===== src/sv/alex_pkg.sv =====
// Types, character codes and record builders for the assembly lexer.
// No dependencies; imported by every lexer module.
package alex_pkg;

    localparam int LINE_W        = 16;
    localparam int LEN_W         = 8;
    localparam int MAX_TOKEN_LEN = 255;
    localparam int Q_DEPTH       = 4;
    localparam int Q_PTR_W       = 2;

    localparam logic [1:0] REC_BYTE  = 2'd0;
    localparam logic [1:0] REC_END   = 2'd1;
    localparam logic [1:0] REC_ERROR = 2'd2;

    localparam logic [2:0] TK_IDENT  = 3'd0;
    localparam logic [2:0] TK_INT    = 3'd1;
    localparam logic [2:0] TK_FLOAT  = 3'd2;
    localparam logic [2:0] TK_STRING = 3'd3;
    localparam logic [2:0] TK_CHAR   = 3'd4;
    localparam logic [2:0] TK_OPER   = 3'd5;

    localparam logic [7:0] CH_0      = 8'h30;
    localparam logic [7:0] CH_9      = 8'h39;
    localparam logic [7:0] CH_DOT    = 8'h2e;
    localparam logic [7:0] CH_COMMA  = 8'h2c;
    localparam logic [7:0] CH_COLON  = 8'h3a;
    localparam logic [7:0] CH_MINUS  = 8'h2d;
    localparam logic [7:0] CH_SPACE  = 8'h20;
    localparam logic [7:0] CH_TAB    = 8'h09;
    localparam logic [7:0] CH_FF     = 8'h0c;
    localparam logic [7:0] CH_VT     = 8'h0b;
    localparam logic [7:0] CH_LF     = 8'h0a;
    localparam logic [7:0] CH_CR     = 8'h0d;
    localparam logic [7:0] CH_DQUOTE = 8'h22;
    localparam logic [7:0] CH_SQUOTE = 8'h27;
    localparam logic [7:0] CH_BSLASH = 8'h5c;
    localparam logic [7:0] CH_SEMI   = 8'h3b;
    localparam logic [7:0] CH_N      = 8'h6e;
    localparam logic [7:0] CH_R      = 8'h72;
    localparam logic [7:0] CH_T      = 8'h74;
    localparam logic [7:0] CH_F      = 8'h66;
    localparam logic [7:0] CH_V      = 8'h76;

    typedef enum logic [3:0] {
        LC_WS      = 4'd0,
        LC_IDENT   = 4'd1,
        LC_INT     = 4'd2,
        LC_FLOAT   = 4'd3,
        LC_STRING  = 4'd4,
        LC_CHAR    = 4'd5,
        LC_PFLOAT  = 4'd6,
        LC_ESCAPE  = 4'd7,
        LC_COMMENT = 4'd8,
        LC_ERROR   = 4'd9
    } t_lex_class;

    typedef struct packed {
        logic [7:0] source_byte;
        logic       last_byte;
    } t_in_word;

    typedef struct packed {
        logic [1:0]        record_kind;
        logic [7:0]        text_byte;
        logic [2:0]        token_kind;
        logic [LINE_W-1:0] line_number;
        logic [LEN_W-1:0]  token_length;
        logic              last_record;
    } t_out_word;

    typedef struct packed {
        logic [1:0]          count;
        t_out_word [2:0]     recs;
    } t_bundle;

    typedef struct packed {
        logic    push;
        t_bundle bundle;
    } t_q_wr;

    typedef struct packed {
        logic    valid;
        t_bundle bundle;
    } t_q_rd;

    typedef struct packed {
        logic       has;
        logic [2:0] kind;
    } t_end_info;

    typedef struct packed {
        logic       ok;
        logic [7:0] dec;
    } t_esc;

    function automatic t_end_info f_end_info(input t_lex_class cls,
                                             input logic [LEN_W-1:0] len);
        t_end_info r;
        r.has  = 1'b1;
        r.kind = TK_IDENT;
        case (cls)
            LC_IDENT:  r.kind = TK_IDENT;
            LC_INT:    r.kind = TK_INT;
            LC_FLOAT:  r.kind = TK_FLOAT;
            LC_STRING: r.kind = TK_STRING;
            LC_ESCAPE: r.kind = TK_STRING;
            LC_CHAR:   r.kind = TK_CHAR;
            LC_PFLOAT: r.kind = (len == LEN_W'(1)) ? TK_OPER : TK_FLOAT;
            default:   r.has  = 1'b0;
        endcase
        return r;
    endfunction

    function automatic t_esc f_escape(input logic [7:0] c);
        t_esc r;
        r.ok  = 1'b1;
        r.dec = c;
        case (c)
            CH_N:      r.dec = CH_LF;
            CH_R:      r.dec = CH_CR;
            CH_T:      r.dec = CH_TAB;
            CH_F:      r.dec = CH_FF;
            CH_V:      r.dec = CH_VT;
            CH_BSLASH: r.dec = CH_BSLASH;
            default:   r.ok  = 1'b0;
        endcase
        return r;
    endfunction

    function automatic t_out_word f_byte_rec(input logic [7:0] b);
        t_out_word r;
        r             = '0;
        r.record_kind = REC_BYTE;
        r.text_byte   = b;
        return r;
    endfunction

    function automatic t_out_word f_end_rec(input logic [2:0] kind,
                                            input logic [LINE_W-1:0] line,
                                            input logic [LEN_W-1:0] len);
        t_out_word r;
        r              = '0;
        r.record_kind  = REC_END;
        r.token_kind   = kind;
        r.line_number  = line;
        r.token_length = len;
        return r;
    endfunction

    function automatic t_out_word f_err_rec(input logic [7:0] b,
                                            input logic [LINE_W-1:0] line);
        t_out_word r;
        r             = '0;
        r.record_kind = REC_ERROR;
        r.text_byte   = b;
        r.line_number = line;
        return r;
    endfunction

endpackage


===== src/sv/assembly_lexer_top.sv =====
// Assembly lexer top level: front end, bundle queue and back end.
// Depends on alex_pkg, alex_front, alex_queue and alex_back.
//
// Input channel: one source byte per word, with last_byte marking the end
// of a source text. Output channel: one record per word (token byte, token
// end or escape error); last_record flags the final record a byte caused.
// Each input byte yields zero to three records.
// The first record of a byte passes through the queue write, the bundle
// register and the output register.
// Throughput: one byte per cycle while bytes give at most one record each
// and the receiver keeps up; the output side moves one record per cycle.
// A four-bundle queue absorbs bursts.
// Reset: lexer returns to whitespace with line one and length zero; the
// queue and output register empty.
// Receiver stall: the output word holds, the back end stops unpacking, the
// queue fills and o_in_ready drops once four bundles are waiting.
module assembly_lexer_top (
    input  logic                i_clk,
    input  logic                i_rst_n,
    input  logic                i_in_valid,
    output logic                o_in_ready,
    input  alex_pkg::t_in_word  i_in_data,
    output logic                o_out_valid,
    input  logic                i_out_ready,
    output alex_pkg::t_out_word o_out_data
);
    import alex_pkg::*;

    t_q_wr q_wr;
    t_q_rd q_rd;
    logic  q_full;
    logic  q_pop;

    alex_front u_front (
        .i_clk      (i_clk),
        .i_rst_n    (i_rst_n),
        .i_in_valid (i_in_valid),
        .o_in_ready (o_in_ready),
        .i_in_data  (i_in_data),
        .i_full     (q_full),
        .o_wr       (q_wr)
    );

    alex_queue u_queue (
        .i_clk   (i_clk),
        .i_rst_n (i_rst_n),
        .i_wr    (q_wr),
        .o_full  (q_full),
        .i_pop   (q_pop),
        .o_rd    (q_rd)
    );

    alex_back u_back (
        .i_clk       (i_clk),
        .i_rst_n     (i_rst_n),
        .i_rd        (q_rd),
        .o_pop       (q_pop),
        .o_out_valid (o_out_valid),
        .i_out_ready (i_out_ready),
        .o_out_data  (o_out_data)
    );

endmodule


===== src/sv/alex_front.sv =====
// Front end: accepts source bytes, runs the lexer state and builds
// one bundle of up to three records per byte. Depends on alex_pkg.
module alex_front (
    input  logic               i_clk,
    input  logic               i_rst_n,
    input  logic               i_in_valid,
    output logic               o_in_ready,
    input  alex_pkg::t_in_word i_in_data,
    input  logic               i_full,
    output alex_pkg::t_q_wr    o_wr
);
    import alex_pkg::*;

    t_lex_class        r_class, n_class;
    logic [LINE_W-1:0] r_line, n_line;
    logic [LEN_W-1:0]  r_len, n_len;

    logic              accept;
    logic [7:0]        c;
    logic              is_digit;
    logic              e1, ap, op, er, fin;
    logic [7:0]        apv;
    logic [LEN_W-1:0]  len_base, len_app;
    logic [LINE_W-1:0] line_inc;
    t_end_info         ei1, eif;
    t_esc              esc;
    t_out_word [3:0]   cand;
    logic [3:0]        cand_v;
    t_bundle           bun;
    logic [1:0]        n;

    assign o_in_ready = !i_full;
    assign accept     = i_in_valid && o_in_ready;

    always_comb begin
        c        = i_in_data.source_byte;
        is_digit = (c >= CH_0) && (c <= CH_9);
        esc      = f_escape(c);
        line_inc = (r_line != '1) ? r_line + LINE_W'(1) : r_line;
        n_class  = r_class;
        n_len    = r_len;
        n_line   = r_line;
        e1       = 1'b0;
        ap       = 1'b0;
        op       = 1'b0;
        er       = 1'b0;
        apv      = c;
        case (r_class)
            LC_ERROR: begin
            end
            LC_ESCAPE: begin
                if (esc.ok) begin
                    ap      = 1'b1;
                    apv     = esc.dec;
                    n_class = LC_STRING;
                end else begin
                    er      = 1'b1;
                    n_class = LC_ERROR;
                end
            end
            LC_COMMENT: begin
                if (c == CH_LF || c == CH_CR) begin
                    n_class = LC_WS;
                    n_line  = line_inc;
                end
            end
            default: begin
                if (is_digit) begin
                    ap = 1'b1;
                    if (r_class == LC_WS) begin
                        n_class = LC_INT;
                    end else if (r_class == LC_PFLOAT) begin
                        n_class = LC_FLOAT;
                    end
                end else begin
                    case (c)
                        CH_DOT: begin
                            if (r_class == LC_WS) begin
                                n_class = LC_PFLOAT;
                                ap      = 1'b1;
                            end else if (r_class == LC_INT) begin
                                n_class = LC_FLOAT;
                                ap      = 1'b1;
                            end else if (r_class == LC_STRING) begin
                                ap = 1'b1;
                            end else begin
                                op = 1'b1;
                            end
                        end
                        CH_COMMA, CH_COLON, CH_MINUS: begin
                            if (r_class == LC_STRING) begin
                                ap = 1'b1;
                            end else begin
                                op = 1'b1;
                            end
                        end
                        CH_SPACE, CH_TAB, CH_FF, CH_VT: begin
                            e1      = 1'b1;
                            n_class = LC_WS;
                        end
                        CH_LF, CH_CR: begin
                            e1      = 1'b1;
                            n_class = LC_WS;
                            n_line  = line_inc;
                        end
                        CH_DQUOTE: begin
                            e1 = 1'b1;
                            if (r_class != LC_STRING) begin
                                n_class = LC_STRING;
                                ap      = 1'b1;
                            end else begin
                                n_class = LC_WS;
                            end
                        end
                        CH_BSLASH: begin
                            if (r_class == LC_STRING) begin
                                n_class = LC_ESCAPE;
                            end else begin
                                op = 1'b1;
                            end
                        end
                        CH_SQUOTE: begin
                            e1 = 1'b1;
                            if (r_class != LC_CHAR) begin
                                n_class = LC_CHAR;
                                ap      = 1'b1;
                            end else begin
                                n_class = LC_WS;
                            end
                        end
                        CH_SEMI: begin
                            if (r_class == LC_STRING) begin
                                ap = 1'b1;
                            end else begin
                                e1      = 1'b1;
                                n_class = LC_COMMENT;
                            end
                        end
                        default: begin
                            if (r_class == LC_WS || r_class == LC_INT ||
                                r_class == LC_FLOAT) begin
                                e1      = 1'b1;
                                n_class = LC_IDENT;
                            end
                            ap = 1'b1;
                        end
                    endcase
                end
            end
        endcase

        if (op) begin
            e1      = 1'b1;
            ap      = 1'b1;
            n_class = LC_WS;
        end

        len_base = e1 ? '0 : r_len;
        len_app  = (len_base < LEN_W'(MAX_TOKEN_LEN)) ? len_base + LEN_W'(1) : len_base;

        if (op || er) begin
            n_len = '0;
        end else if (ap) begin
            n_len = len_app;
        end else if (e1) begin
            n_len = '0;
        end

        ei1 = f_end_info(r_class, r_len);
        fin = i_in_data.last_byte && (n_class != LC_ERROR);
        eif = f_end_info(n_class, n_len);

        cand[0]   = f_end_rec(ei1.kind, r_line, r_len);
        cand_v[0] = e1 && ei1.has;
        cand[1]   = er ? f_err_rec(c, r_line) : f_byte_rec(apv);
        cand_v[1] = ap || er;
        cand[2]   = f_end_rec(TK_OPER, r_line, len_app);
        cand_v[2] = op;
        cand[3]   = f_end_rec(eif.kind, r_line, n_len);
        cand_v[3] = fin && eif.has;

        bun = '0;
        n   = '0;
        for (int i = 0; i < 4; i++) begin
            if (cand_v[i] && n != 2'd3) begin
                bun.recs[n] = cand[i];
                n           = n + 2'd1;
            end
        end
        if (n != 2'd0) begin
            bun.recs[n - 2'd1].last_record = 1'b1;
        end
        bun.count = n;

        o_wr.push   = accept && (n != 2'd0);
        o_wr.bundle = bun;
    end

    always_ff @(posedge i_clk) begin
        if (!i_rst_n) begin
            r_class <= LC_WS;
            r_line  <= LINE_W'(1);
            r_len   <= '0;
        end else if (accept) begin
            if (i_in_data.last_byte) begin
                r_class <= LC_WS;
                r_line  <= LINE_W'(1);
                r_len   <= '0;
            end else begin
                r_class <= n_class;
                r_line  <= n_line;
                r_len   <= n_len;
            end
        end
    end

endmodule


===== src/sv/alex_queue.sv =====
// Bundle queue between the lexer front end and the record back end.
// Depends on alex_pkg.
module alex_queue (
    input  logic            i_clk,
    input  logic            i_rst_n,
    input  alex_pkg::t_q_wr i_wr,
    output logic            o_full,
    input  logic            i_pop,
    output alex_pkg::t_q_rd o_rd
);
    import alex_pkg::*;

    t_bundle              r_mem [Q_DEPTH];
    logic [Q_PTR_W-1:0]   r_wr_ptr, r_rd_ptr;
    logic [Q_PTR_W:0]     r_count, n_count;
    logic                 do_pop;

    assign o_full       = (r_count == (Q_PTR_W+1)'(Q_DEPTH));
    assign o_rd.valid   = (r_count != '0);
    assign o_rd.bundle  = r_mem[r_rd_ptr];
    assign do_pop       = i_pop && o_rd.valid;

    always_comb begin
        n_count = r_count;
        if (i_wr.push && !do_pop) begin
            n_count = r_count + (Q_PTR_W+1)'(1);
        end else if (!i_wr.push && do_pop) begin
            n_count = r_count - (Q_PTR_W+1)'(1);
        end
    end

    always_ff @(posedge i_clk) begin
        if (i_wr.push) begin
            r_mem[r_wr_ptr] <= i_wr.bundle;
        end
    end

    always_ff @(posedge i_clk) begin
        if (!i_rst_n) begin
            r_wr_ptr <= '0;
            r_rd_ptr <= '0;
            r_count  <= '0;
        end else begin
            if (i_wr.push) begin
                r_wr_ptr <= r_wr_ptr + Q_PTR_W'(1);
            end
            if (do_pop) begin
                r_rd_ptr <= r_rd_ptr + Q_PTR_W'(1);
            end
            r_count <= n_count;
        end
    end

endmodule


===== src/sv/alex_back.sv =====
// Back end: unpacks bundles into single records and drives the output
// register. Depends on alex_pkg.
module alex_back (
    input  logic                i_clk,
    input  logic                i_rst_n,
    input  alex_pkg::t_q_rd     i_rd,
    output logic                o_pop,
    output logic                o_out_valid,
    input  logic                i_out_ready,
    output alex_pkg::t_out_word o_out_data
);
    import alex_pkg::*;

    logic       r_bun_valid;
    t_bundle    r_bun;
    logic [1:0] r_idx;
    logic       r_out_valid;
    t_out_word  r_out;

    logic       out_load;
    logic       bun_done;
    logic       bun_load;

    assign out_load    = r_bun_valid && (!r_out_valid || i_out_ready);
    assign bun_done    = out_load && (r_idx == r_bun.count - 2'd1);
    assign bun_load    = !r_bun_valid || bun_done;
    assign o_pop       = bun_load && i_rd.valid;
    assign o_out_valid = r_out_valid;
    assign o_out_data  = r_out;

    always_ff @(posedge i_clk) begin
        if (out_load) begin
            r_out <= r_bun.recs[r_idx];
        end
        if (bun_load) begin
            r_bun <= i_rd.bundle;
        end
    end

    always_ff @(posedge i_clk) begin
        if (!i_rst_n) begin
            r_bun_valid <= 1'b0;
            r_idx       <= '0;
            r_out_valid <= 1'b0;
        end else begin
            if (bun_load) begin
                r_bun_valid <= i_rd.valid;
                r_idx       <= '0;
            end else if (out_load) begin
                r_idx <= r_idx + 2'd1;
            end
            if (out_load) begin
                r_out_valid <= 1'b1;
            end else if (i_out_ready) begin
                r_out_valid <= 1'b0;
            end
        end
    end

endmodule


===== config.mk =====
export PLATFORM = sky130hd
export DESIGN_NAME = assembly_lexer_top
export DESIGN_NICKNAME = d
export VERILOG_FILES = /design/src/sv/alex_pkg.sv /design/src/sv/assembly_lexer_top.sv /design/src/sv/alex_front.sv /design/src/sv/alex_queue.sv /design/src/sv/alex_back.sv
export SDC_FILE = /design/constraint.sdc
export NUM_CORES = 1
export LEC_CHECK = 0
export BUFFER_PORTS_ARGS = -buffer_cell sky130_fd_sc_hd__buf_2
export CAP_MARGIN = 0
export CORE_AREA = 4 4 268 218
export DETAILED_ROUTE_END_ITERATION = 10
export DIE_AREA = 0 0 272 222
export GPL_TIMING_DRIVEN = 0
export PLACE_DENSITY = 0.57
export SYNTH_ARGS = -nofsm -noshare
export SYNTH_HDL_FRONTEND = slang
export SYNTH_SLANG_ARGS = --single-unit
export TNS_END_PERCENT = 30

===== constraint.sdc =====
create_clock -name i_clk -period 18.9 [get_ports i_clk]
set_clock_uncertainty 0.05 [all_clocks]
set_input_delay 2.835 -clock i_clk [delete_from_list [all_inputs] [get_ports i_clk]]
set_output_delay 2.835 -clock i_clk [all_outputs]
set_load 0.05 [all_outputs]

[Word-level counts from Yosys, hierarchy flattened]
Memories as Yosys holds them, arrays and structs flattened. A register that Yosys moved wholly into a read port is not among the register bits.
Cells that the tools add are included.
W data, S select, Z words.
Storage, ports and cells
  ROM bits: 0
  RAM bits: 464
  flip-flop bits (word level): 77
  word-level logic and storage cells: 235
  bits of input ports: 13
  latch bits: 0
  output and inout bits: 40
  memories kept: 1
Cells by class
  equal/unequal tests: 49
  magnitude comparators: 12
  mux-type cells: 90
  bitwise logic cells: 1
  divide/modulo/power cells: 0
  $mul: 0
  add/sub/neg operators: 12
  shift operators: 0
  reductions and logical operators: 55
Memory list
  u_queue.r_mem: depth 4, bits a word 116, read ports 1, clocked after Yosys merged registers in 1, wr ports 1, RTL line alex_queue.sv:13  | t_bundle r_mem [Q_DEPTH];
Operators by type and width (count)
  $bwmux W114: 4
  $mux W114: 4
  $demux W38 S2: 4
  $mux W38: 5
  $mux W16: 5
  $bmux W38 S2: 1
  $eq A8 B6 Y1 const B: 8
  $mux W8: 7
  $eq A8 B7 Y1 const B: 6
  $mux W4: 12
  $pmux W8 S6: 1
  $eq A8 B4 Y1 const B: 5
  $mux W37: 1
  $eq A4 B3 Y1 const B: 8
  $pmux W16 S2: 1
  $pmux W3 S5: 2
  $mux W1: 28
  $pmux W4 S7: 1
  $reduce_or A7 Y1: 3
  $logic_and A1 B1 Y1: 19
  $mux W3: 6
  $add A16 B1 Y16 const B: 1
  $eq A4 B2 Y1 const B: 4
  $eq A8 B1 Y1 const B: 2
  other kinds (43): 81

[Depth between registers and ports, before layout]
Gate-level depths: netlist (run 1).
  depth in word-level cells: 26
  depth in mapped cells: 27
  mapped depth without buffers: 24

[Hierarchy]
From an unflattened synthesis (run 1), not the netlist that was laid out.
Unflattened totals
  cell total of the unflattened synthesis: 1534
  area, all modules: 26800.7 um2
Modules (own cells, without submodules)
  alex_queue: instances 1, area an instance 17160.2 um2, cells each 649, seq. area each 14113.5 um2
  alex_back: instances 1, area an instance 5676.7 um2, cells each 312, seq. area each 4704.5 um2
  alex_front: instances 1, area an instance 3963.8 um2, cells each 573, seq. area each 560.5 um2

[Worst setup path before layout (run 1)]
Ideal clock, no wire load.
  path type: input port to flip-flop
  start point: in i_out_ready
  end point: reg u_queue.r_count[2]
  stages on the path: 9
  path buffers: 0
  arrival time: 13.082 ns
  setup slack: 5.693 ns
  data required time: 18.774 ns
  path through: nor2b_1 > o21ai_0 > o31ai_1 > ha_1 > inv_1 > fa_1 > xor2_1 > or3_1 > a21boi_0
Between the ends
  word-level cells in the longest chain between the ends: 9
  elaborated cells between the ends (all ways): 11
RTL lines
  start, declared: RTL line assembly_lexer_top.sv:24  | input logic i_out_ready,
  $logic_or A1 B1 Y1 (*): RTL line alex_back.sv:24  | assign out_load = r_bun_valid && (!r_out_valid || i_out_ready);
  $logic_and A1 B1 Y1 (*): RTL line alex_back.sv:24
  $logic_and A1 B1 Y1 (*): RTL line alex_back.sv:25  | assign bun_done = out_load && (r_idx == r_bun.count - 2'd1);
  $logic_or A1 B1 Y1 (*): RTL line alex_back.sv:26  | assign bun_load = !r_bun_valid || bun_done;
  via u_back.bun_load: RTL line alex_back.sv:22  | logic bun_load;
  $logic_and A1 B1 Y1 (*): RTL line alex_back.sv:27  | assign o_pop = bun_load && i_rd.valid;
  $logic_and A1 B1 Y1 (*): RTL line alex_queue.sv:21  | assign do_pop = i_pop && o_rd.valid;
  $logic_not A1 Y1: RTL line alex_queue.sv:25  | if (i_wr.push && !do_pop) begin
  $logic_and A1 B1 Y1: RTL line alex_queue.sv:25
  $mux W3 / $reduce_bool A2 Y1 (equally long branches)
  end signal, assigned: RTL line alex_queue.sv:50  | r_count <= n_count;
  end, declared: RTL line alex_queue.sv:15  | logic [Q_PTR_W:0] r_count, n_count;
The timed path passes the listed nets; every way through them passes the cells marked *.
A chain may end at the register's enable or synchronous reset.

==> impl_metrics.json, run 1 <==
{
  "timing.setup.critical_path_class": "input pin to register",
  "grt_pass1_vias": 13681,
  "antenna_cells": 0,
  "cellLeakagePower_nw": 8.90,
  "hold_buffers": 0,
  "hold_viol": 0,
  "antenna_left": 0,
  "worst_pin_slew_ns": 1.31,
  "rows": 78,
  "wl_um": 58900,
  "viasPerCell": 5.63,
  "cts_resized": 0,
  "post_cts_buffers": 0,
  "first_iter_violations": 1315,
  "syn_area_per_cell_um2": 17.2,
  "drive_above_1_share_pct": 19.1,
  "die_area_mm2": 0.0604,
  "clk_latency_ns": 0.61,
  "rsz0062_at_grt": "no",
  "slowest_delay_ns": 0.72,
  "min_path_type": "register to register",
  "io_buffers": 52,
  "setup_viol": 0,
  "status": "complete, no violations",
  "ys_top_cells_by_area": "edfxtp_1 (69%), mux4_2 (9.7%), dfxtp_1 (3.1%), mux2i_1 (1.7%), nor2_1 (1.4%)",
  "layout.nets": 1611,
  "max-clock-path-buffers": 3,
  "synth_edf_count": 573,
  "fin_crit_sh_pct": 48.1,
  "synth-seq-cells": 612,
  "numCtsBuffers": 66,
  "crit_fanout": 10,
  "grt_use_total_pct": 19.6,
  "initial_core_util_pct": 44.4,
  "power.density_mw_per_mm2": 139,
  "synthFlopType": "edfxtp_1",
  "cts.reportedPaths.clkPinSlew_ns": 0.06,
  "post-synth-top-count-cell": "edfxtp_1",
  "cp.required_ns": 19.37,
  "clockRootBuffer": "clkbuf_16",
  "die_w_um": 272,
  "postLayoutCellArea_mm2": 0.0285,
  "synthesis.area_mm2": 0.0248,
  "wire_per_inst_um": 24.7,
  "cts_tree": "built",
  "boundaryPins": 53,
  "finalMaxSlewViolations": 0,
  "hpwlAfterDp_um": 37200,
  "netlist_top_cells_count": "edfxtp_1 (573), mux4_2 (107), nor2_1 (94)",
  "reg2reg_slack_ns": 12.01,
  "cp-end-kind": "register",
  "synth_warnings": 0,
  "place.gp.congestion": 0.920,
  "min_period_ns": 9.09,
  "cap_violations": 0,
  "seq_area_frac_synth_pct": 72.5,
  "fmax_mhz": 110,
  "hold_slack_ns": 0.451,
  "grt_max_degree": 55,
  "vdd_drop_max_v": 0.0000638,
  "syn_inst": 1443,
  "fin_tns_setup_ns": 0,
  "first_pass_iters": 7,
  "crit_top_cell": "inv_1",
  "clock-sinks": 612,
  "synth_cell_type_count": 91,
  "slowest_stage": "nor4_1",
  "cts_max_level": 3,
  "grt_remaining_overflow": 0,
  "critical_path.top_delay_family": "simple AND/OR/NAND/NOR gates",
  "grt_pass1_wl_um": 88500,
  "cp_data_arrival_time_ns": 9.56,
  "dpl_cell_area_mm2": 0.0265,
  "antenna_found_initial": 2,
  "yosys.area.top_type": "edfxtp_1",
  "die_height_um": 222,
  "synth_top_area_share_pct": 69.3,
  "critical_path_buf_inv_count": 7,
  "async_reset_ff_share_pct": 0,
  "max_slew_margin_pct": 11.9,
  "setup.worst_path.start_class": "input pin",
  "syn2layout_area_growth_pct": 14.9,
  "core_area_mm2": 0.0559,
  "vias": 13462,
  "drc": 0
}
[per-layer routing]
metal	share of wire [%]	GRT usage, %
met1	46	28.6
met2	47	31.0
met3	5.5	3.74
met4	2.1	4.85
met5	0.022	0
[cell families after synthesis]
family                   Yosys count  synth area share, %
AO/OA/AOI/OAI                    185                 5.07
XOR/XNOR                          19                0.671
adder cells (fa/ha/maj)           17                0.918
buffers and inverters             87                 1.42
flip-flops                       612                 72.5
multiplexers                     150                 11.5
other                              1               0.0151
AND/OR/NAND/NOR                  372                 7.96
[worst min-delay path, delay by kind of cell (launching register included)]
family,cells,cell delay (ns)
mux,1,0.05
simple gates,1,0.06
flops,1,0.34
[cell usage in the layout, fill, tap and decap left out, types with 10 or more instances in the layout]
cell type | Yosys | layout
edfxtp_1 | 573 | 573
clkinv_2 | 0 | 12
and2_1 | 42 | 38
a21oi_1 | 31 | 31
o21ai_0 | 63 | 62
o31ai_1 | 12 | 12
nor2_1 | 94 | 94
mux2i_1 | 42 | 42
dfxtp_1 | 39 | 39
inv_1 | 20 | 20
clkbuf_16 | 0 | 69
buf_16 | 0 | 12
nand4_1 | 10 | 10
nand2_1 | 83 | 83
nor3_1 | 15 | 15
mux4_2 | 107 | 107
buf_1 | 20 | 19
nor2b_1 | 30 | 29
nand3_1 | 24 | 24
clkbuf_1 | 38 | 57
buf_2 | 6 | 58
ha_1 | 15 | 15
xor2_1 | 11 | 11
[final cells by class]
class                      count  area [µm²]
inverter                      20        75.1
tap                          760         951
buffer                        67         279
multi-input combinational    747        6510
timing repair buffer          67         651
clock inverter                27         225
clock buffer                  90        1830
fill                        4619       27400
sequential                   612       18000
[sequential cells by signal, indices dropped and copies added, names as in the netlist, 2 cells and up]
signal,flops
u_back.r_idx,2
u_front.r_line,16
u_back.o_out_data,38
u_back.r_bun,107
u_queue.r_mem,428
u_front.r_class,4
u_queue.r_wr_ptr,2
u_front.r_len,8
u_queue.r_rd_ptr,2
u_queue.r_count,3
[stage by stage]
step	utilization, %	setup slack [ns]	std cells	total power [mW]
finish	51.0	9.81	2390	3.97
global route	51.0	9.33	2390	4.14
CTS	51.0	9.92	2390	4.02
detailed placement	47.3	9.33	2273	2.79
global placement	46.6	-1.68	2258	2.80
floorplan	-	5.69	1446	2.50
[power by group]
group          internal, mW  leakage [nW]  switching [mW]
combinational         0.305          2.38           0.534
sequential             1.83          5.51          0.0664
clock                 0.709          1.01           0.518
total                  2.85          8.90            1.12
[worst paths after layout]
path,from,to,cells past startpoint
worst min register to register,u_queue.r_wr_ptr[1],u_queue.r_wr_ptr[1],2
worst max register to register,u_front.r_class[1],u_queue.r_count[2],24
worst min-delay path,u_queue.r_wr_ptr[1],u_queue.r_wr_ptr[1],2
worst max-delay path,i_in_data[3],u_queue.r_count[2],25
Note: power is estimated with default switching activity, not from simulation.
==> run 2: changes to the inputs <==
--- a/config.mk
+++ b/config.mk
@@ -11,7 +11,7 @@
 export DETAILED_ROUTE_END_ITERATION = 10
 export DIE_AREA = 0 0 272 222
 export GPL_TIMING_DRIVEN = 0
-export PLACE_DENSITY = 0.57
+export PLACE_DENSITY = 0.59
 export SYNTH_ARGS = -nofsm -noshare
 export SYNTH_HDL_FRONTEND = slang
 export SYNTH_SLANG_ARGS = --single-unit
==> constraint.sdc (replaced) <==
create_clock -name i_clk -period 7.8 [get_ports i_clk]
set_clock_uncertainty 0.05 [all_clocks]
set_input_delay 1.17 -clock i_clk [delete_from_list [all_inputs] [get_ports i_clk]]
set_output_delay 1.17 -clock i_clk [all_outputs]
set_load 0.05 [all_outputs]
==> impl_metrics.json, run 2 (synthesis gave the netlist of run 1 again) <==
{
  "status": "complete, no violations",
  "fmax_mhz": 136,
  "grt_pass1_wl_um": 86400,
  "fin_crit_sh_pct": 94.4,
  "cellLeakagePower_nw": 8.79,
  "clk_latency_ns": 0.62,
  "met2_length_um": 27500,
  "largest_register_ffs": 428,
  "fin_cells": 2381,
  "initial_core_util_pct": 44.4,
  "cts.reportedPaths.clkPinSlew_ns": 0.06,
  "clockRootBuffer": "clkbuf_16",
  "cp_data_arrival_time_ns": 7.60,
  "max-clock-path-buffers": 3,
  "rsz0062_at_grt": "no",
  "worst_pin_slew_ns": 1.41,
  "totalPowerFinal_mw": 9.35,
  "cts_tree": "built",
  "boundaryPins": 53,
  "crit_fanout": 51,
  "pre_cts_ws_ns": -0.387,
  "power.density_mw_per_mm2": 330,
  "grt_max_degree": 54,
  "grt_remaining_overflow": 0,
  "setup_viol": 0,
  "regMostFlops": "u_queue.r_mem",
  "numCtsBuffers": 59,
  "cts_max_level": 2,
  "clock-sinks": 612,
  "cp.required_ns": 8.03,
  "timing.setup.critical_path_class": "input pin to register",
  "grt_use_total_pct": 19.2,
  "first_iter_violations": 1444,
  "vias": 13393,
  "io_buffers": 52,
  "max_slew_margin_pct": 5.32,
  "final_common_cell": "edfxtp_1",
  "min_path_type": "register to register",
  "die_height_um": 222,
  "die_area_mm2": 0.0604,
  "wl_um": 58100,
  "first_pass_iters": 6,
  "hpwlAfterDp_um": 37000,
  "core_area_mm2": 0.0559,
  "antenna_cells": 0,
  "highest_layer": "met4",
  "antenna_found_initial": 1,
  "viasPerCell": 5.62,
  "postLayoutCellArea_mm2": 0.0283,
  "min_period_ns": 7.37,
  "wire_per_inst_um": 24.4,
  "vdd_drop_max_v": 0.000168,
  "rows": 78,
  "final_cell_mix": "edfxtp_1 (573), mux4_2 (107), nor2_1 (94)",
  "syn2layout_area_growth_pct": 14.1,
  "fillers": 4634,
  "antenna_left": 0,
  "drc": 0,
  "place.gp.congestion": 0.871,
  "drive_above_1_share_pct": 18.8,
  "dp.cells": 2272,
  "wirelength_met1_um": 26600,
  "finalMaxSlewViolations": 0,
  "dr_wl_met3_um": 3010,
  "cp-end-kind": "register",
  "die_w_um": 272,
  "setup.worst_path.start_class": "input pin",
  "fin_util_pct": 50.6,
  "grt_pass1_vias": 13309,
  "hold_viol": 0,
  "layout.nets": 1603,
  "cap_violations": 0,
  "fin_ws_ns": 0.435,
  "dpl_cell_area_mm2": 0.0264
}
-- run 2: worst paths after layout --
kind	startpoint	endpoint	slack (ns)	cells past startpoint
max	i_in_data[6]	u_queue.r_mem[1][6]	0.43	24
min	u_front.r_line[6]	u_front.r_line[6]	0.46	2
max reg2reg	u_front.r_class[1]	u_queue.r_mem[1][6]	0.91	23
min reg2reg	u_front.r_line[6]	u_front.r_line[6]	0.46	2
-- run 2: power by group --
part | internal [mW] | switching, mW | total, mW | leakage [nW]
Sequential | 4.44 | 0.166 | 4.61 | 5.51
Combinational | 0.723 | 1.27 | 1.99 | 2.36
Clock | 1.55 | 1.19 | 2.75 | 0.920
Total | 6.72 | 2.63 | 9.35 | 8.79
-- run 2: final cells by class --
| type | instances | area, µm² | share of cell area, % |
|---|---|---|---|
| Multi-Input combinational cell | 747 | 6530 | 23.1 |
| Tap cell | 760 | 951 | 3.36 |
| Sequential cell | 612 | 18000 | 63.6 |
| Timing Repair Buffer | 66 | 616 | 2.18 |
| Clock inverter | 28 | 203 | 0.716 |
| Clock buffer | 81 | 1660 | 5.87 |
| Inverter | 20 | 75.1 | 0.265 |
| Buffer | 67 | 278 | 0.981 |
-- run 2: repair_timing --
action                                  in CTS  in global routing
buffers inserted                             0                  0
hold buffers                                 0                  0
resized for setup                            0                  3
endpoints found under the setup margin       0                241
-- run 2: metal layers --
layer / up-vias / GRT usage (%)
li1: 5987 / -
met1: 6984 / 28.7
met2: 349 / 30.2
met3: 73 / 3.09
met4: 0 / 3.89
met5: - / 0
-- run 2: per-stage QoR --
| stage | setup TNS, ns | hold slack, ns |
|---|---|---|
| 6_report | 0 | 0.458 |
| 5_1_grt | 0 | 0.478 |
| 4_1_cts | 0 | 0.455 |
| 3_5_place_dp | -72.43 | 0.447 |
| 3_3_place_gp | -1243.02 | 0.428 |
| 2_1_floorplan | -100.39 | 0.417 |
-- run 2: critical path, stage by stage --
cell	delay (ns)
buf_2	0.10
buf_4	0.17
nand4bb_1	0.38
a21oi_1	0.58
o32ai_1	0.22
o2111a_1	0.20
buf_2	0.19
nor2_1	0.40
or2_2	0.27
inv_1	0.10
fa_1	0.69
inv_1	0.13
ha_1	0.19
nor2_1	0.19
o21ai_0	0.12
a31oi_1	0.21
a31o_2	0.16
o31a_1	0.15
buf_6	0.13
inv_1	0.07
a311oi_4	0.55
and2_4	0.49
buf_16	0.30
buf_16	0.33
